File: config.mk
export PLATFORM = sky130hd
export DESIGN_NAME = rfb_ctrl
export DESIGN_NICKNAME = d
export VERILOG_FILES = /design/src/hw/rtl/rfb_pkg.sv /design/src/hw/rtl/rfb_ctrl.sv
export SDC_FILE = /design/constraint.sdc
export NUM_CORES = 1
export LEC_CHECK = 0
export ABC_AREA = 1
export CORE_MARGIN = 3
export CORE_UTILIZATION = 25
export CTS_BUF_LIST = sky130_fd_sc_hd__clkbuf_8
export CTS_CLUSTER_SIZE = 16
export DETAILED_ROUTE_END_ITERATION = 6
export DONT_BUFFER_PORTS = 1
export GPL_TIMING_DRIVEN = 0
export PLACE_DENSITY_LB_ADDON = 0.2
export SLEW_MARGIN = 20
export SYNTH_ARGS = -nofsm -noshare
export SYNTH_HDL_FRONTEND = slang
export SYNTH_SLANG_ARGS = --single-unit
export TNS_END_PERCENT = 10
File: constraint.sdc
create_clock -name clk_i -period 2.4 [get_ports clk_i]
set_input_delay 0.36 -clock clk_i [delete_from_list [all_inputs] [get_ports clk_i]]
set_output_delay 0.36 -clock clk_i [all_outputs]
set_load 0.02 [all_outputs]
File: src/hw/rtl/rfb_pkg.sv
// Shared types and constants for the rectangle fill engine.
// No dependencies.
`timescale 1ns / 1ps

package rfb_pkg;

  localparam int CMD_W     = 2;
  localparam int COORD_W   = 8;
  localparam int SIZE_W    = 9;
  localparam int COLOR_W   = 32;
  localparam int CFG_IDX_W = 2;
  localparam int AREA_W    = 2 * SIZE_W;

  typedef enum logic [CMD_W-1:0] {
    CMD_CLEAR = 2'd0,
    CMD_FILL  = 2'd1,
    CMD_READ  = 2'd2
  } cmd_e;

  typedef enum logic [CFG_IDX_W-1:0] {
    REG_SCREEN_WIDTH  = 2'd0,
    REG_SCREEN_HEIGHT = 2'd1
  } reg_idx_e;

  // controller -> datapath
  typedef struct packed {
    logic load;
    logic mul;
    logic prep;
    logic clr_step;
    logic fill_step;
    logic rd_issue;
    logic rd_capture;
  } ctrl_t;

  // datapath -> controller
  typedef struct packed {
    cmd_e cmd;
    logic limit_zero;
    logic fill_empty;
    logic rd_oob;
    logic clr_last;
    logic fill_last;
  } status_t;

endpackage

File: src/hw/rtl/rfb_ctrl.sv
// Controller state machine: sequences setup, clear/fill loops and reads.
// Depends on rfb_pkg.
`timescale 1ns / 1ps

module rfb_ctrl (
  input  logic             clk_i,
  input  logic             rst_ni,
  input  logic             start,
  output logic             busy,
  output logic             done_o,
  output rfb_pkg::ctrl_t   ctrl_o,
  input  rfb_pkg::status_t status_i
);

  import rfb_pkg::*;

  typedef enum logic [8:0] {
    ST_IDLE  = 9'b000000001,
    ST_MUL   = 9'b000000010,
    ST_PREP  = 9'b000000100,
    ST_DISP  = 9'b000001000,
    ST_CLEAR = 9'b000010000,
    ST_FILL  = 9'b000100000,
    ST_RD    = 9'b001000000,
    ST_RDW   = 9'b010000000,
    ST_DONE  = 9'b100000000
  } state_e;

  state_e state_q, state_d;

  always_comb begin
    state_d = state_q;
    case (state_q)
      ST_IDLE:  if (start) state_d = ST_MUL;
      ST_MUL:   state_d = ST_PREP;
      ST_PREP:  state_d = ST_DISP;
      ST_DISP: begin
        case (status_i.cmd)
          CMD_CLEAR: state_d = status_i.limit_zero ? ST_DONE : ST_CLEAR;
          CMD_FILL:  state_d = status_i.fill_empty ? ST_DONE : ST_FILL;
          CMD_READ:  state_d = status_i.rd_oob ? ST_DONE : ST_RD;
          default:   state_d = ST_DONE;
        endcase
      end
      ST_CLEAR: if (status_i.clr_last) state_d = ST_DONE;
      ST_FILL:  if (status_i.fill_last) state_d = ST_DONE;
      ST_RD:    state_d = ST_RDW;
      ST_RDW:   state_d = ST_DONE;
      ST_DONE:  state_d = ST_IDLE;
      default:  state_d = ST_IDLE;
    endcase
  end

  always_ff @(posedge clk_i or negedge rst_ni) begin
    if (!rst_ni) begin
      state_q <= ST_IDLE;
    end else begin
      state_q <= state_d;
    end
  end

  assign ctrl_o.load       = (state_q == ST_IDLE) && start;
  assign ctrl_o.mul        = state_q == ST_MUL;
  assign ctrl_o.prep       = state_q == ST_PREP;
  assign ctrl_o.clr_step   = state_q == ST_CLEAR;
  assign ctrl_o.fill_step  = state_q == ST_FILL;
  assign ctrl_o.rd_issue   = state_q == ST_RD;
  assign ctrl_o.rd_capture = state_q == ST_RDW;

  assign busy   = state_q != ST_IDLE;
  assign done_o = state_q == ST_DONE;

endmodule

Word-level counts from Yosys, hierarchy flattened

Index checks and enable logic that the tools add are counted.

Eq/ne operators: 15
Multiplexer cells: 8
Reduce and logical (&&, ||, !) cells: 3

Operators with widths:

| kind               | count |
|---|---|
| $pmux 9 s8         | 1 |
| $mux 9             | 6 |
| $pmux 9 s3         | 1 |
| $eq 9x1->1 const B | 1 |
| $eq 9x2->1 const B | 1 |
| $eq 9x3->1 const B | 1 |
| $eq 9x4->1 const B | 1 |
| $eq 9x5->1 const B | 1 |
| $eq 9x6->1 const B | 1 |
| $eq 9x7->1 const B | 1 |
| $eq 9x8->1 const B | 1 |
| $eq 9x9->1 const B | 1 |
| $ne 9x1->1 const B | 1 |
| $ne 2x1->1 const B | 2 |
| $reduce_and 3->1   | 1 |
| $eq 2x1->1 const B | 1 |
| $eq 2x2->1 const B | 1 |
| $logic_not 2->1    | 1 |
| $ne 2x2->1 const B | 1 |
| $logic_and 1x1->1  | 1 |

Bits in registers: 9
Output and inout port bits: 9

Logic depth before layout (Yosys ltp)

Depth after elaboration: 3
Gate-level depth with buffers: 7
Mapped depth without buffers: 7

Worst setup path after synthesis

Ideal clock, no wire load.

Kind: reg2out
From: register state_q[0]
To: output port ctrl_o[6] (netlist bit)
Data arrival time: 1276 ps
Required time: 2040 ps
Slack: 764 ps
Stages on the path, launching flop included: 7
Path through: dfstp_2 inv_1 nor2_1 nand2_1 inv_1 nand2_1 nor2_1

RTL lines:

| element                | line           | RTL |
|---|---|---|
| from (decl)            | rfb_ctrl.sv:29 | `state_e state_q, state_d;` |
| from (signal assigned) | rfb_ctrl.sv:58 | `state_q <= state_d;` |
| to (decl)              | rfb_ctrl.sv:11 | `output rfb_pkg::ctrl_t ctrl_o,` |

==> results.yml <==
run_status:
  status: "finished, final reports clean"
layout:
  area_growth_pct: 14.7
  final_core_util_pct: 30.8
  largest_reg_flops: 9
  design_area_sq_um: 702
  layout-drive-gt1-share_pct: 21.2
  top_register: "state_q"
  diodes: 0
  num-nets-final: 96
  finalNonFillerCells: 113
  reg.largest.list: "state_q (9)"
routing:
  vias: 491
  drtIter0Drc: 7
  first_pass_iters: 2
  ant_nets: 0
  routed_wl_microns: 1220
  vias_per_cell: 4.35
  wire_per_inst_microns: 10.8
  drcViolationCount: 0
worst_hold_path:
  hold_class: "in2reg"
floorplanning:
  rows: 17
  die-area_sq_um: 3080
  die_h_microns: 55.5
  io_pins: 19
  core_area_sq_um: 2280
  die_w_microns: 55.5
  initial_core_util_pct: 26.9
timing:
  fmax_mhz: 514
  hold_viol_final: 0
  finalMaxSlewViolations: 0
  worst_slew_pin_slew_ps: 428
  min_period_over_period_pct: 81.1
  finalSetupTns_ps: 0
  rsz0062_at_grt: "no"
  clock_skew_ps: 0.319
  min_period_ps: 1950
  slew_headroom_pct: 71.4
  setup_viol: 0
critical_path:
  cp-startpoint: "state_q[0]"
  r2r_cells: 6
  r2r-end: "state_q[0]"
  cp.required_ps: 2040
  path_delay_family: "simple AND/OR/NAND/NOR gates"
  cpMaxStageDelayCell: "dfstp_2"
  r2r_slack_ps: 1050
  critical_path.cell_chain: "inv_1 -> nor2_1 -> nand2_1 -> inv_1 -> nand2_1 -> nor2_1"
  critPathMaxFanout: 3
  slowest_delay_ps: 550
  criticalPathCategory: "reg2out"
  crit-reg2reg-launch: "state_q[2]"
  crit_arrival_ps: 1590
  cp.depth: 6
  critPathCapture: "ctrl_o[6]"
  start_kind: "flip-flop"
  path_buf_inv: 2
  end_kind: "output pin"
yosys:
  netlist_area_sq_um: 612
  syn-mean-instance-area_sq_um: 7.65
  synth_fp_nets: 90
  synth_cells: 80
  ys_seq_area_share_pct: 37.0
  yosys.cell_types.count: 17
  ys_ff_latch: 9
  ys_warn_count: 0
clocking:
  clk_path_buf_depth: 2
  clock-sinks: 9
  clk_latency_ps: 230
  cts_resized: 0
  cts_buffers: 3
  h-tree-depth: 1
  cts_root_buf: "clkbuf_8"
  clk_pin_slew_ps: 50
  cts_tree: "done"
global_routing:
  grt_use_total_pct: 8.90
  antenna_found_initial: 0
  grt_pass1_vias: 480
  grt_max_degree: 10
  gr-total-overflow: 0
  grt_first_pass_wirelength_microns: 2110
placement:
  hpwlAfterDp_microns: 1010
  place_area_sq_um: 647
  place_congestion: 0.696
  dp_cells: 108
  port_buffers: 0
power:
  leakage_nw: 0.346
  p_comb_share_pct: 38.6
  seqPwrFrac_pct: 33.6
  power_frac_clock_pct: 27.8
  swShare_pct: 41.7
  internal-power_mw: 0.366
  net-switching-power_mw: 0.262
  peakVddDrop_mv: 0.365
  p_per_area_nw_per_um2: 895
flow_run:
  maxCapViolations: 0
[cell families (layout without fill, tap and decap cells)]
family	Yosys count	after routing	synth area share (%)
AO/OA/AOI/OAI	4	4	3.89
buffers and inverters	13	18	7.97
flip-flops	9	9	37.0
AND/OR/NAND/NOR	54	54	51.1
[power groups by stage]
stage	clock [mW]	sequential, mW	combinational (mW)
final	0.175	0.211	0.242
after global routing	0.187	0.214	0.272
after CTS	0.181	0.211	0.248
after detailed placement	0	0.214	0.242
after global placement	0	0.213	0.241
after floorplan	0	0.210	0.209
[worst min-delay path, cell delays in order]
cell,delay [ps]
nor3_1,30
nand2_1,60
nand2_1,40
[area by class of cell]
type	instances	area, sq um
flip-flops and latches	9	226
clock buffers	3	41.3
multi-input cells	58	337
repair buffers	1	10.0
inverters	13	48.8
clock inverters	1	3.75
well taps	28	35.0
fillers	248	1570
[worst min path at each step]
stage               cells after the start    endpoint  slack (ps)   startpoint
floorplan                               0  state_q[1]          60       rst_ni
global placement                        0  state_q[7]          60       rst_ni
detailed placement                      0  state_q[7]          60       rst_ni
finish                                  3  state_q[5]         290  status_i[3]
CTS                                     3  state_q[5]         280  status_i[3]
global route                            3  state_q[5]         310  status_i[3]
[cell usage after synthesis (all sizes together)]
cell	count	area (sq um)
nor2	24	148
a21oi	3	18.8
dfstp	1	26.3
nand4	1	6.26
nor3	2	10.0
inv	13	48.8
dfrtp	8	200
nand3b	1	7.51
o21ai	1	5.00
nand3	11	85.1
nand2	15	56.3
[stage by stage]
step | worst slack [ps] | power [mW] | hold slack, ps
floorplan | 764 | 0.419 | 64.4
global placement | 685 | 0.454 | 64.6
detailed placement | 682 | 0.456 | 64.6
CTS | 425 | 0.639 | 285
global route | 320 | 0.673 | 315
finish | 453 | 0.628 | 292
[timing repair]
item / 4_1_cts / 5_1_grt
hold buffers: 1 / 0
setup buffers: 0 / 0
endpoints found under the setup margin: 0 / 0
hold endpoints to repair: 9 / 0
[metal layers]
| metal | up-vias | GRT usage, % | wire length [microns] |
|---|---|---|---|
| met5 | - | 0 | 0 |
| met4 | 0 | 7.29 | 14 |
| met3 | 2 | 2.34 | 87 |
| met2 | 16 | 13.3 | 556 |
| met1 | 213 | 10.5 | 564 |
| li1 | 260 | - | - |
[placed cells by master (no fill, tap or decap)]
cell           count
nand3b_1           1
dlygate4sd3_1      1
a21oi_2            1
inv_1             13
dfrtp_1            8
nor3_1             2
dfstp_2            1
nand3_4            2
nand3_2            1
nand4_1            1
nand3_1            8
nand2_1           15
nor2_2             2
inv_2              1
nor2_1            15
nor2_4             7
a21oi_1            2
clkbuf_8           3
o21ai_0            1
(Power assumes the default switching activity.)
