File: src/hw/rtl/rfb_pkg.sv
// Shared types and constants for the rectangle fill engine.
// No dependencies.
`timescale 1ns / 1ps

package rfb_pkg;

  localparam int CMD_W     = 2;
  localparam int COORD_W   = 8;
  localparam int SIZE_W    = 9;
  localparam int COLOR_W   = 32;
  localparam int CFG_IDX_W = 2;
  localparam int AREA_W    = 2 * SIZE_W;

  typedef enum logic [CMD_W-1:0] {
    CMD_CLEAR = 2'd0,
    CMD_FILL  = 2'd1,
    CMD_READ  = 2'd2
  } cmd_e;

  typedef enum logic [CFG_IDX_W-1:0] {
    REG_SCREEN_WIDTH  = 2'd0,
    REG_SCREEN_HEIGHT = 2'd1
  } reg_idx_e;

  // controller -> datapath
  typedef struct packed {
    logic load;
    logic mul;
    logic prep;
    logic clr_step;
    logic fill_step;
    logic rd_issue;
    logic rd_capture;
  } ctrl_t;

  // datapath -> controller
  typedef struct packed {
    cmd_e cmd;
    logic limit_zero;
    logic fill_empty;
    logic rd_oob;
    logic clr_last;
    logic fill_last;
  } status_t;

endpackage

File: src/hw/rtl/rfb_datapath.sv
// Datapath: config registers, index arithmetic, loop counters, result regs.
// Depends on rfb_pkg.
`timescale 1ns / 1ps

module rfb_datapath #(
  parameter int DEPTH = 65536,
  parameter int AW    = 16,
  parameter int IW    = 19
) (
  input  logic                           clk_i,
  input  logic                           rst_ni,
  input  logic                           cfg_valid_i,
  input  logic [rfb_pkg::CFG_IDX_W-1:0]  cfg_index_i,
  input  logic [rfb_pkg::SIZE_W-1:0]     cfg_data_i,
  input  rfb_pkg::ctrl_t                 ctrl_i,
  output rfb_pkg::status_t               status_o,
  input  logic [rfb_pkg::CMD_W-1:0]      cmd_i,
  input  logic [rfb_pkg::COORD_W-1:0]    rect_x_i,
  input  logic [rfb_pkg::COORD_W-1:0]    rect_y_i,
  input  logic [rfb_pkg::SIZE_W-1:0]     rect_w_i,
  input  logic [rfb_pkg::SIZE_W-1:0]     rect_h_i,
  input  logic [rfb_pkg::COLOR_W-1:0]    fill_color_i,
  output logic                           mem_we_o,
  output logic [AW-1:0]                  mem_waddr_o,
  output logic [rfb_pkg::COLOR_W-1:0]    mem_wdata_o,
  output logic                           mem_re_o,
  output logic [AW-1:0]                  mem_raddr_o,
  input  logic [rfb_pkg::COLOR_W-1:0]    mem_rdata_i,
  output logic [rfb_pkg::COLOR_W-1:0]    pixel_color_o,
  output logic                           out_of_range_o
);

  import rfb_pkg::*;

  localparam logic [IW-1:0] DEPTH_IW = IW'(DEPTH);

  logic [SIZE_W-1:0]  sw_q, sh_q;
  cmd_e               cmd_q;
  logic [COORD_W-1:0] x_q, y_q;
  logic [SIZE_W-1:0]  w_q, h_q;
  logic [COLOR_W-1:0] color_q;
  logic [AREA_W-1:0]  area_q, prod_q;
  logic [IW-1:0]      limit_q, idx_q, row_base_q;
  logic [SIZE_W-1:0]  col_q, row_q;
  logic               rd_oob_q;
  logic               flag_q;
  logic [COLOR_W-1:0] pixel_q;

  logic [IW-1:0] start_idx;
  logic [IW-1:0] next_row;
  logic          idx_in;
  logic          area_over;
  logic          col_last;

  assign start_idx = IW'(prod_q) + IW'(x_q);
  assign next_row  = row_base_q + IW'(sw_q);
  assign idx_in    = idx_q < limit_q;
  assign area_over = IW'(area_q) > DEPTH_IW;
  assign col_last  = col_q == w_q - SIZE_W'(1);

  always_ff @(posedge clk_i or negedge rst_ni) begin
    if (!rst_ni) begin
      sw_q <= SIZE_W'(256);
      sh_q <= SIZE_W'(256);
    end else if (cfg_valid_i) begin
      case (reg_idx_e'(cfg_index_i))
        REG_SCREEN_WIDTH:  sw_q <= cfg_data_i;
        REG_SCREEN_HEIGHT: sh_q <= cfg_data_i;
        default: ;
      endcase
    end
  end

  always_ff @(posedge clk_i or negedge rst_ni) begin
    if (!rst_ni) begin
      cmd_q <= CMD_CLEAR;
    end else if (ctrl_i.load) begin
      cmd_q <= cmd_e'(cmd_i);
    end
  end

  always_ff @(posedge clk_i) begin
    if (ctrl_i.load) begin
      x_q     <= rect_x_i;
      y_q     <= rect_y_i;
      w_q     <= rect_w_i;
      h_q     <= rect_h_i;
      color_q <= fill_color_i;
      flag_q  <= 1'b0;
      pixel_q <= '0;
    end
    if (ctrl_i.mul) begin
      area_q <= AREA_W'(sw_q) * AREA_W'(sh_q);
      prod_q <= AREA_W'(y_q) * AREA_W'(sw_q);
    end
    if (ctrl_i.prep) begin
      limit_q    <= area_over ? DEPTH_IW : IW'(area_q);
      row_base_q <= start_idx;
      idx_q      <= (cmd_q == CMD_CLEAR) ? '0 : start_idx;
      col_q      <= '0;
      row_q      <= '0;
      rd_oob_q   <= ({1'b0, x_q} >= sw_q) || ({1'b0, y_q} >= sh_q) ||
                    (start_idx >= DEPTH_IW);
      if (cmd_q == CMD_CLEAR && area_over) begin
        flag_q <= 1'b1;
      end
      if (cmd_q == CMD_READ && (({1'b0, x_q} >= sw_q) || ({1'b0, y_q} >= sh_q) ||
                                (start_idx >= DEPTH_IW))) begin
        flag_q <= 1'b1;
      end
    end
    if (ctrl_i.clr_step) begin
      idx_q <= idx_q + IW'(1);
    end
    if (ctrl_i.fill_step) begin
      if (!idx_in) begin
        flag_q <= 1'b1;
      end
      if (col_last) begin
        col_q      <= '0;
        row_q      <= row_q + SIZE_W'(1);
        row_base_q <= next_row;
        idx_q      <= next_row;
      end else begin
        col_q <= col_q + SIZE_W'(1);
        idx_q <= idx_q + IW'(1);
      end
    end
    if (ctrl_i.rd_capture) begin
      pixel_q <= mem_rdata_i;
    end
  end

  assign status_o.cmd        = cmd_q;
  assign status_o.limit_zero = limit_q == '0;
  assign status_o.fill_empty = (w_q == '0) || (h_q == '0);
  assign status_o.rd_oob     = rd_oob_q;
  assign status_o.clr_last   = idx_q == limit_q - IW'(1);
  assign status_o.fill_last  = col_last && (row_q == h_q - SIZE_W'(1));

  assign mem_we_o    = ctrl_i.clr_step || (ctrl_i.fill_step && idx_in);
  assign mem_waddr_o = idx_q[AW-1:0];
  assign mem_wdata_o = ctrl_i.clr_step ? '0 : color_q;
  assign mem_re_o    = ctrl_i.rd_issue;
  assign mem_raddr_o = idx_q[AW-1:0];

  assign pixel_color_o  = pixel_q;
  assign out_of_range_o = flag_q;

endmodule

File: config.mk
export PLATFORM = sky130hd
export DESIGN_NAME = rfb_datapath
export DESIGN_NICKNAME = d
export VERILOG_FILES = /design/src/hw/rtl/rfb_pkg.sv /design/src/hw/rtl/rfb_datapath.sv
export SDC_FILE = /design/constraint.sdc
export NUM_CORES = 1
export LEC_CHECK = 0
export BUFFER_PORTS_ARGS = -buffer_cell sky130_fd_sc_hd__clkbuf_2
export CAP_MARGIN = 20
export CELL_PAD_IN_SITES_DETAIL_PLACEMENT = 0
export CELL_PAD_IN_SITES_GLOBAL_PLACEMENT = 1
export CORE_UTILIZATION = 50
export CTS_CLUSTER_DIAMETER = 40
export DETAILED_ROUTE_END_ITERATION = 8
export GPL_ROUTABILITY_DRIVEN = 1
export PLACE_DENSITY = 0.89
export RECOVER_POWER = 50
export SLEW_MARGIN = 0
export SYNTH_ARGS = -nofsm -noshare
export SYNTH_HDL_FRONTEND = slang
export SYNTH_SLANG_ARGS = --single-unit
File: constraint.sdc
create_clock -name clk_i -period 12.2 [get_ports clk_i]
set_input_delay 0.61 -clock clk_i [delete_from_list [all_inputs] [get_ports clk_i]]
set_output_delay 0.61 -clock clk_i [all_outputs]
set_load 0.01 [all_outputs]
[Yosys cells after proc, flatten, opt, wreduce, memory -nomap -nowiden]
Cells that the tools add are included.
Word-level totals
  flip-flop bits (word level): 230
  output and inout port bits: 106
  word-level logic and storage cells: 80
Operators by class
  mux-type cells: 23
  reductions and logical operators: 18
  order comparisons: 5
  add/sub/neg operators: 8
  equal/unequal tests: 5
  $mul: 2
Operators by type and width (count)
  19-bit 2-to-1 mux: 7
  32-bit 2-to-1 mux: 3
  9-bit 2-to-1 mux: 6
  19-bit by 1-bit adder with 19-bit output (second input constant): 1
  19-bit by 9-bit adder with 19-bit output: 1
  19-bit == test: 1
  19-bit zero test: 1
  19-bit < comparator: 1
  19-bit by 1-bit subtractor with 19-bit output (second input constant): 1
  17-bit by 8-bit adder with 18-bit output: 1
  9-bit by 1-bit adder with 9-bit output (second input constant): 2
  9-bit == test: 2
  18-bit by 17-bit greater-or-equal comparator with 1-bit output (second input constant): 1
  8-bit by 9-bit greater-or-equal comparator with 1-bit output: 2
  18-bit by 17-bit greater-than comparator with 1-bit output (second input constant): 1
  9-bit zero test: 2
  9-bit by 9-bit multiplier with 18-bit output: 1
  18-bit 2-to-1 mux: 1
  9-bit by 1-bit subtractor with 9-bit output (second input constant): 2
  8-bit by 9-bit multiplier with 17-bit output: 1
  1-bit 2-to-1 mux: 6
  1-bit logical AND: 4
  2-bit zero test: 2
  1-bit logical OR: 4
  other kinds (5): 7

[Depth between registers and ports, before layout]
Gate-level depths: netlist (run 1).
  depth after elaboration: 8
  depth in mapped cells: 18
  gate-level depth less buffers: 17

[Worst setup path before layout (run 1)]
Ideal clock, no wire load.
  path type: register to register
  start: register sw_q[8]
  end: register area_q[17] (data pin)
  stages on the path, launching flop included: 16
  setup slack: 7.102 ns
  path buffers: 2
  data arrival time: 4.843 ns
  library setup time: 0.255 ns
  cell sequence: dfstp_2 clkbuf_1 clkbuf_1 and2_1 fa_1 fa_1 fa_1 inv_1 fa_1 inv_1 ha_1 and3_1 a2111oi_2 a21oi_1 or4_1 and3_1
On the way
  word-level cells in the longest chain between the ends: 1
RTL lines
  start, declared: line rfb_datapath.sv:37  | logic [SIZE_W-1:0] sw_q, sh_q;
  start signal, assigned: line rfb_datapath.sv:67  | REG_SCREEN_WIDTH: sw_q <= cfg_data_i;
  9-bit by 9-bit multiplier with 18-bit output: line rfb_datapath.sv:93  | area_q <= AREA_W'(sw_q) * AREA_W'(sh_q);
  end signal, assigned: line rfb_datapath.sv:93
  end, declared: line rfb_datapath.sv:42  | logic [AREA_W-1:0] area_q, prod_q;
Every way passes these cells.
A chain may end at the register's enable or synchronous reset.

[Worst setup path after layout (run 1)]
  start: register sw_q[6]
  end: register area_q[17] (data pin)
Same word-level chain as after synthesis.

==> results.json, run 1 <==
{
  "fmax_ghz": 0.179,
  "ys_dominant_reg_cell": "edfxtp_1",
  "critPathMaxFanout": 13,
  "synth_area_leaders": "edfxtp_1 32%, fa_1 11%, ha_1 9.8%",
  "rows": 67,
  "clock_skew_ps": 16.4,
  "ir_drop_uv": 164,
  "syn_inst": 1667,
  "grt_start_max_net_pins": 72,
  "drv_slew": 147,
  "drive_gt1_frac": 0.169,
  "num_vias": 12721,
  "numCtsBuffers": 39,
  "maxCapViolCount": 3,
  "async_reset_ff_frac": 0.0873,
  "synth_area_um2": 17100,
  "clock_sinks": 229,
  "wl_per_cell_um": 17.0,
  "vias_per_cell": 5.45,
  "fp.dieH_um": 187,
  "cts_tree": "built",
  "synth_cell_types": 81,
  "synth.most_common_cell": "edfxtp_1",
  "final_area_um2": 19700,
  "rsz0062_at_grt": "no",
  "synth_warnings": 0,
  "antenna_left": 0,
  "grt-ovfl-total": 0,
  "drcViolationCount": 0,
  "floorplan.die_area_um2": 35000,
  "period_needed_ps": 5580,
  "core_area_um2": 33600,
  "wirelength_mm": 39.6,
  "yosysTopAreaCell": "edfxtp_1",
  "violations": "capacitance limit, slew limit",
  "postCtsSetupBuffers": 0,
  "start_util": 0.509,
  "placed_area_um2": 18400,
  "ctsLongestPathBuffers": 3,
  "hold_viol": 0,
  "cts_root_buf": "clkbuf_16",
  "end_kind": "flop",
  "ctsResizeCount": 0,
  "ys_seq_area_frac": 0.379,
  "clk_latency_ps": 530,
  "fin_nets": 2206,
  "synth_seq_cells": 229,
  "critPathKind": "flop to flop",
  "synth_top_area_frac": 0.316,
  "n_antenna_cell": 0,
  "syn-mean-instance-area_um2": 10.3,
  "critPathRequiredTime_ps": 12480,
  "grt_pass1_vias": 12460,
  "holdBufCountCts": 0,
  "area_growth_pct": 15.2,
  "synth_edf_count": 180,
  "die_x_um": 187,
  "final.setup.tns_ps": 0,
  "cts-htree-levels": 2,
  "path_clk_slew_ps": 50,
  "worst_slew_pin_slew_ps": 3980,
  "gp_congestion": 0.892,
  "powerDensity_nw_per_um2": 238,
  "syn_nets": 2016,
  "report.power.total_mw": 4.70,
  "io_buffers": 224,
  "grt_pass1_wl_mm": 64.2,
  "worstHoldPathType": "primary input to flop",
  "worst_ep_arrival_time_ps": 5860,
  "ios": 227,
  "slew_headroom": -1.66,
  "worst_setup_path_start_kind": "flop",
  "p_leak_nw": 8.79,
  "antenna_found_initial": 0,
  "synth_commonest_cells": "180 x edfxtp_1, 179 x inv_1, 134 x ha_1",
  "hpwlAfterDp_mm": 30.4,
  "run_status": "complete, but fails checks",
  "setup_viol": 0,
  "firstDrtPassIters": 5,
  "drtIter0Drc": 835,
  "grt_usage": 0.229,
  "fin_crit_sh": 0.457,
  "n_fill_cell": 2845
}
-- cell families after synthesis --
family / synth area share
simple gates: 0.177
buf+inv: 0.0666
compound gates: 0.0969
flops: 0.379
fa+ha+maj: 0.208
xor+xnor: 0.0609
mux: 0.0120
other cells: 0.000219
-- worst paths after layout --
kind | startpoint | to | slack [ps] | cells after the start
worst max register to register | sw_q[6] | area_q[17] | 6620 | 15
worst min-delay path | rect_w_i[1] | w_q[1] | 250 | 1
min in group asynchronous | rst_ni | sh_q[7] | 390 | 1
worst min register to register | row_base_q[18] | row_base_q[18] | 510 | 1
worst max-delay path | sw_q[6] | area_q[17] | 6620 | 15
max in group asynchronous | rst_ni | sh_q[3] | 10990 | 1
-- area by class of cell --
type,count,area [µm²],share of cell area
clock buffers,42,1020,0.0516
flip-flops and latches,229,6490,0.329
clock inverters,30,343,0.0174
well taps,448,561,0.0284
repair buffers,230,1150,0.0581
inverters,181,679,0.0344
multi-input cells,1176,9500,0.481
-- per-layer routing --
metal / track usage / routed length, µm / part of all wire / vias up
met5: 0 / 0 / 0 / -
met4: 0.0590 / 738 / 0.019 / 0
met3: 0.0381 / 2210 / 0.056 / 55
met2: 0.379 / 19100 / 0.48 / 361
met1: 0.312 / 17500 / 0.44 / 6214
li1: - / - / - / 6091
-- worst max-delay path: stages (launching register included) --
cell and delay [ps]:
dfrtp_1 660, clkinv_1 410, nor2_1 230, fa_1 440, fa_1 480, fa_1 540
inv_1 50, fa_1 520, inv_1 40, ha_1 360, a21oi_1 150, o21ai_1 120
a2111oi_2 470, a21oi_1 190, or4_1 500, and3_1 150
-- power by group --
group | total, mW | switching (mW) | internal (mW) | leakage [nW]
logic | 2.25 | 1.26 | 0.994 | 5.84
registers | 1.33 | 0.217 | 1.11 | 2.31
clock network | 1.11 | 0.423 | 0.689 | 0.646
total | 4.70 | 1.90 | 2.80 | 8.79
-- state kept, by name, indices dropped and copies added (netlist names), 17 cells and up --
signal,cells
color_q,32
pixel_color_o,32
idx_q,19
row_base_q,19
area_q,18
limit_q,18
prod_q,17
-- stage by stage --
stage	setup slack (ps)	cells	utilization	hold WS, ps
2_1_floorplan	7100	1667	-	314
3_3_place_gp	6870	2263	0.547	485
3_5_place_dp	6690	2264	0.547	489
4_1_cts	6660	2336	0.588	91.4
5_1_grt	6350	2336	0.587	228
6_report	6620	2336	0.587	249
-- cell usage in the layout (no fill, tap or decap), drive strengths merged, types with 14 or more instances in the layout --
cell type,count
a211oi,14
a21o,18
a21oi,41
and2,132
and3,17
clkbuf,267
dfrtp,18
dfxtp,29
edfxtp,180
fa,94
ha,134
inv,190
nand2,109
nand3,30
nand4,20
nor2,118
nor2b,49
nor3,25
nor4,17
o21a,17
o21ai,60
or3,15
xnor2,72
xor2,47
(Power assumes the default switching activity.)
==> inputs of run 2 (changes only) <==
--- a/config.mk
+++ b/config.mk
@@ -5,15 +5,16 @@
 export SDC_FILE = /design/constraint.sdc
 export NUM_CORES = 1
 export LEC_CHECK = 0
+export ABC_AREA = 1
 export BUFFER_PORTS_ARGS = -buffer_cell sky130_fd_sc_hd__clkbuf_2
 export CAP_MARGIN = 20
 export CELL_PAD_IN_SITES_DETAIL_PLACEMENT = 0
 export CELL_PAD_IN_SITES_GLOBAL_PLACEMENT = 1
-export CORE_UTILIZATION = 50
+export CORE_UTILIZATION = 40
 export CTS_CLUSTER_DIAMETER = 40
 export DETAILED_ROUTE_END_ITERATION = 8
 export GPL_ROUTABILITY_DRIVEN = 1
-export PLACE_DENSITY = 0.89
+export PLACE_DENSITY = 0.8
 export RECOVER_POWER = 50
 export SLEW_MARGIN = 0
 export SYNTH_ARGS = -nofsm -noshare
==> constraint.sdc (replaced) <==
create_clock -name clk_i -period 4.93 [get_ports clk_i]
set_input_delay 0.2465 -clock clk_i [delete_from_list [all_inputs] [get_ports clk_i]]
set_output_delay 0.2465 -clock clk_i [all_outputs]
set_load 0.01 [all_outputs]
==> run 2 against run 1 <==
  * The flow still finishes with violations (capacitance limit, slew limit)
  * Clock-buffer cell count up 6
  * Non-clock buffer count up 122
  * Largest power group unchanged
  * Highest routed layer unchanged
  * Core utilization down 9.1 points
  * Largest cell class unchanged
  * Critical path type unchanged
==> results.json, run 2 <==
{
  "run_status": "complete, but fails checks",
  "violations": "capacitance limit, slew limit",
  "async_reset_ff_frac": 0.0873,
  "grt-ovfl-total": 0,
  "wirelength_mm": 49.7,
  "ys_dominant_reg_cell": "edfxtp_1",
  "powerDensity_nw_per_um2": 463,
  "clock_sinks": 229,
  "grt_start_max_net_pins": 46,
  "path_clk_slew_ps": 50,
  "die_x_um": 218,
  "final_cell_mix": "670 x nand2_1, 496 x inv_1, 217 x clkbuf_2, 183 x nor2_1, 180 x edfxtp_1",
  "report.power.total_mw": 10.5,
  "antenna_left": 0,
  "drv_slew": 153,
  "grt_pass1_wl_mm": 79.4,
  "io_buffers": 224,
  "hold_viol": 0,
  "final_common_cell": "nand2_1",
  "reg2reg_to": "area_q[13]",
  "period_needed_ps": 4620,
  "holdPathEnd": "sw_q[7]",
  "grt_usage": 0.212,
  "yosysTopAreaCell": "edfxtp_1",
  "r2r_slack_ps": 310,
  "synth_top_area_frac": 0.290,
  "drive_gt1_frac": 0.122,
  "synth.most_common_cell": "nand2_1",
  "worstHoldPathType": "primary input to flop",
  "critPathRequiredTime_ps": 5220,
  "hpwlAfterDp_mm": 38.3,
  "placed_area_um2": 20100,
  "power_frac_comb": 0.418,
  "maxCapViolCount": 4,
  "critPathMaxFanout": 12,
  "ctsLongestPathBuffers": 3,
  "floorplan.die_area_um2": 47400,
  "ys_seq_area_frac": 0.348,
  "setup_viol": 0,
  "firstDrtPassIters": 5,
  "cts_root_buf": "clkbuf_16",
  "wl_per_cell_um": 15.0,
  "final_area_um2": 22700,
  "reg2regPathDepth": 14,
  "num_vias": 15724,
  "cts-htree-levels": 2,
  "synth_seq_cells": 229,
  "n_antenna_cell": 0,
  "critPathKind": "flop to flop",
  "numCtsBuffers": 42,
  "p_clk_frac": 0.289,
  "regArea_um2": 6490,
  "min_path_cells": 3,
  "drtIter0Drc": 893,
  "ir_drop_uv": 279,
  "gp_congestion": 0.898,
  "p_leak_nw": 12.3,
  "synth_edf_count": 180,
  "syn-mean-instance-area_um2": 7.84,
  "worst_slew_pin_slew_ps": 2210,
  "syn_inst": 2378,
  "vias_per_cell": 4.75,
  "ios": 227,
  "rows": 78,
  "intPower_mw": 6.30,
  "final_cells": 3308,
  "worst_setup_path_start_kind": "flop",
  "hp-start": "cfg_data_i[7]",
  "antenna_found_initial": 0,
  "clock_skew_ps": 15.4,
  "clk_latency_ps": 560,
  "slew_headroom": -0.474,
  "seqPwrFrac": 0.292,
  "end_kind": "flop",
  "fp.dieH_um": 218,
  "synth_area_um2": 18600,
  "worst_ep_arrival_time_ps": 4910,
  "hold_slack_ps": 25.2,
  "start_util": 0.408,
  "synth_cell_types": 53,
  "drcViolationCount": 0,
  "n_fill_cell": 4400,
  "rsz0062_at_grt": "no",
  "fin_crit_sh": 0.937,
  "final.setup.tns_ps": 0,
  "p_sw_frac": 0.400,
  "syn_nets": 2727,
  "core_area_um2": 45700,
  "multi_input_area_um2": 9730,
  "fin_nets": 3025,
  "grt_pass1_vias": 15813,
  "place_inst": 3123,
  "synth_area_leaders": "edfxtp_1 29%, nand2_1 13%, fa_1 10%",
  "fmax_ghz": 0.216,
  "cts_tree": "built",
  "area_growth_pct": 21.6,
  "synth_warnings": 0,
  "reg2reg_from": "sh_q[8]",
  "power.switching_mw": 4.20,
  "synth_commonest_cells": "670 x nand2_1, 496 x inv_1, 183 x nor2_1"
}
run 2: area by class of cell:
| type | instances | area share |
|---|---|---|
| clock inverter | 28 | 0.0166 |
| clock buffer | 48 | 0.0483 |
| timing repair buffer | 352 | 0.102 |
| multi-input combinational | 1546 | 0.429 |
| inverter | 505 | 0.0836 |
| tap | 600 | 0.0331 |
| sequential | 229 | 0.287 |
run 2: power groups by stage:
stage | Sequential [mW] | Combinational (mW) | Clock [mW]
after floorplan | 2.87 | 3.37 | 0
after global placement | 3.09 | 4.26 | 0
after detailed placement | 3.10 | 4.34 | 0
after CTS | 3.07 | 4.44 | 3.09
after global routing | 3.13 | 5.06 | 3.17
final | 3.07 | 4.39 | 3.04
run 2: logic make-up after synthesis:
family / Yosys count / synth area share
buffers and inverters: 603 / 0.130
multiplexers: 3 / 0.00161
flip-flops: 229 / 0.348
adder cells (fa/ha/maj): 228 / 0.191
AND/OR/NAND/NOR: 1065 / 0.237
AO/OA/AOI/OAI: 141 / 0.0420
XOR/XNOR: 108 / 0.0508
other: 1 / 0.000201
run 2: what timing repair did:
action | in CTS | in global routing
buffers inserted | 0 | 0
hold buffers | 109 | 0
setup endpoints to repair | 0 | 4
endpoints found under the hold margin | 135 | 0
resized for setup | 0 | 4
run 2: critical path: stages, from the launching register on:
cell	delay [ps]
dfstp_2	640
nand2_1	120
fa_1	530
fa_1	540
inv_1	50
fa_1	530
inv_1	60
fa_1	530
inv_1	40
ha_1	350
a21oi_1	190
a21boi_0	310
o21ai_0	190
a21oi_1	190
xor2_1	90
run 2: metal layers:
layer  global-route usage  routed length [µm]  vias up
met4               0.0760                1400        0
li1                     -                   -     7890
met2                0.377               25100      325
met3               0.0356                2380       97
met5                    0                   0        -
met1                0.257               20900     7412
run 2: metrics by stage:
step,worst slack (ps),util
global placement,385,0.441
CTS,231,0.497
finish,310,0.496
global route,1.67,0.496
floorplan,270,-
detailed placement,259,0.441
run 2: how the worst max path moves through the flow:
stage / endpoint / from / depth (start not counted)
2_1_floorplan: area_q[13] / sw_q[8] / 16
3_3_place_gp: prod_q[15] / sw_q[4] / 18
4_1_cts: area_q[13] / sw_q[2] / 14
6_report: area_q[13] / sh_q[8] / 14
5_1_grt: area_q[13] / sw_q[1] / 14
3_5_place_dp: area_q[13] / sw_q[2] / 14
==> inputs of run 3 (changes only) <==
--- a/config.mk
+++ b/config.mk
@@ -14,6 +14,7 @@
 export CTS_CLUSTER_DIAMETER = 40
 export DETAILED_ROUTE_END_ITERATION = 8
 export GPL_ROUTABILITY_DRIVEN = 1
+export MAX_ROUTING_LAYER = met4
 export PLACE_DENSITY = 0.8
 export RECOVER_POWER = 50
 export SLEW_MARGIN = 0
==> run 3 against run 2 <==
  * The flow still finishes with violations (capacitance limit, slew limit)
  * Combinational power is essentially flat
  * Worst setup slack worse by 14 ps
  * Clock power is 2% higher
  * Largest cell class unchanged
  * Total power is 0.47% higher
  * Critical path type unchanged
  * Critical path depth unchanged
  * Global-route usage up 0.62 points
==> results.json, run 3 (same netlist as run 2, synthesis figures left out) <==
{
  "critPathMaxFanout": 14,
  "core_area_um2": 45700,
  "ios": 227,
  "worst_ep_arrival_time_ps": 4950,
  "wl_per_cell_um": 15.0,
  "place_inst": 3121,
  "clk_latency_ps": 600,
  "fp.dieH_um": 218,
  "floorplan.die_area_um2": 47400,
  "rsz0062_at_grt": "no",
  "grt_use_met1": 0.265,
  "fin_nets": 3029,
  "power_frac_comb": 0.415,
  "path_clk_slew_ps": 50,
  "fin_ws_ps": 296,
  "powerDensity_nw_per_um2": 464,
  "start_util": 0.408,
  "numCtsBuffers": 47,
  "cts_root_buf": "clkbuf_16",
  "ctsLongestPathBuffers": 3,
  "p_sw_frac": 0.411,
  "grt.busiest_layer": "met2",
  "power.switching_mw": 4.33,
  "critPathRequiredTime_ps": 5250,
  "grt_pass1_vias": 15799,
  "period_needed_ps": 4630,
  "worst_setup_path_start_kind": "flop",
  "worstHoldPathType": "primary input to flop",
  "grt_usage": 0.218,
  "drcViolationCount": 0,
  "slew_headroom": -0.545,
  "final_cells": 3320,
  "grt_util_met3": 0.0280,
  "fin_crit_sh": 0.940,
  "hpwlAfterDp_mm": 38.3,
  "p_clk_frac": 0.293,
  "grtUsageMet2": 0.376,
  "run_status": "complete, but fails checks",
  "final_common_cell": "nand2_1",
  "rows": 78,
  "dp_slack_ps": 220,
  "ir_drop_uv": 276,
  "grt_pass1_wl_mm": 79.7,
  "hold_viol": 0,
  "antenna_found_initial": 0,
  "p_leak_nw": 12.3,
  "vias_per_cell": 4.77,
  "firstDrtPassIters": 6,
  "clock_skew_ps": 39.6,
  "postCtsSetupBuffers": 0,
  "intPower_mw": 6.21,
  "drtIter0Drc": 919,
  "violations": "capacitance limit, slew limit",
  "fin_util": 0.498,
  "seqPwrFrac": 0.292,
  "end_kind": "flop",
  "die_x_um": 218,
  "grt_start_max_net_pins": 46,
  "grt-ovfl-total": 0,
  "clock_sinks": 229,
  "area_growth_pct": 22.1,
  "placed_area_um2": 20100,
  "cts-htree-levels": 2,
  "critPathKind": "flop to flop",
  "num_vias": 15851,
  "wirelength_mm": 49.7,
  "worst_slew_pin_slew_ps": 2320,
  "setup_viol": 0,
  "antenna_left": 0,
  "io_buffers": 224,
  "maxCapViolCount": 4,
  "final_cell_mix": "670 x nand2_1, 496 x inv_1, 218 x clkbuf_2, 183 x nor2_1, 180 x edfxtp_1",
  "drive_gt1_frac": 0.124,
  "final.setup.tns_ps": 0,
  "final_area_um2": 22700,
  "drv_slew": 153,
  "fmax_ghz": 0.216,
  "gp_congestion": 0.905,
  "cts_tree": "built"
}
==> run 3: cell types whose count changed in the layout (fill, tap and decap cells not counted), moves of 4 or more <==
| cell | previous run | this run |
|---|---|---|
| bufinv_16 | 7 | 2 |
| clkbuf_1 | 19 | 14 |
| clkbuf_16 | 43 | 47 |
| clkinv_1 | 1 | 6 |
| clkinv_4 | 2 | 9 |
| dfrtp_1 | 14 | 18 |
| dfrtp_2 | 4 | 0 |
==> run 3: final timing paths <==
check | endpoint | depth (start not counted) | startpoint | slack [ps]
min in group asynchronous | sh_q[1] | 2 | rst_ni | 370
worst min-delay path | row_q[8] | 3 | ctrl_i[2] | 220
worst max register to register | area_q[13] | 14 | sw_q[3] | 300
worst max-delay path | area_q[13] | 14 | sw_q[3] | 300
worst min register to register | row_base_q[18] | 2 | row_base_q[18] | 490
max in group asynchronous | sh_q[5] | 2 | rst_ni | 3930
==> run 3: routing by layer <==
layer	up-vias	routed length, µm	share of wire
li1	7919	-	-
met1	7487	21300	0.43
met2	365	24900	0.50
met3	80	2140	0.043
met4	0	1270	0.026
met5	-	0	0
==> run 3: area by class of cell <==
cell class | count | area (µm²)
fill | 4417 | 22900
multi-input combinational | 1546 | 9730
sequential | 229 | 6490
timing repair buffer | 351 | 2320
inverter | 505 | 1900
clock buffer | 48 | 1180
tap | 600 | 751
clock inverter | 40 | 380
antenna | 1 | 2.50
==> run 3: timing repair <==
| item | in CTS | in global routing |
|---|---|---|
| setup endpoints to repair | 0 | 1 |
| resized for setup | 0 | 2 |
| hold buffers | 110 | 0 |
| endpoints found under the hold margin | 138 | 0 |
==> run 3: through the flow <==
step | total power [mW] | hold WS (ps)
global placement | 7.36 | 228
global route | 11.4 | 224
detailed placement | 7.43 | 229
floorplan | 6.24 | -49.1
CTS | 10.7 | 118
finish | 10.5 | 219
==> run 3: power by group through the flow <==
stage / Clock (mW) / Combinational, mW / Sequential (mW)
after CTS: 3.15 / 4.43 / 3.08
final: 3.09 / 4.38 / 3.08
after global routing: 3.23 / 5.04 / 3.13
after floorplan: 0 / 3.37 / 2.87
after global placement: 0 / 4.26 / 3.10
after detailed placement: 0 / 4.32 / 3.11
==> run 3: worst max-delay path, cell delays in order, from the launching register on <==
cell	delay, ps
dfrtp_1	670
nand2_1	170
fa_1	530
fa_1	490
inv_1	60
fa_1	540
inv_1	60
fa_1	530
inv_1	40
ha_1	350
a21oi_1	220
a21boi_1	270
o21ai_0	160
a21oi_1	190
xor2_1	80
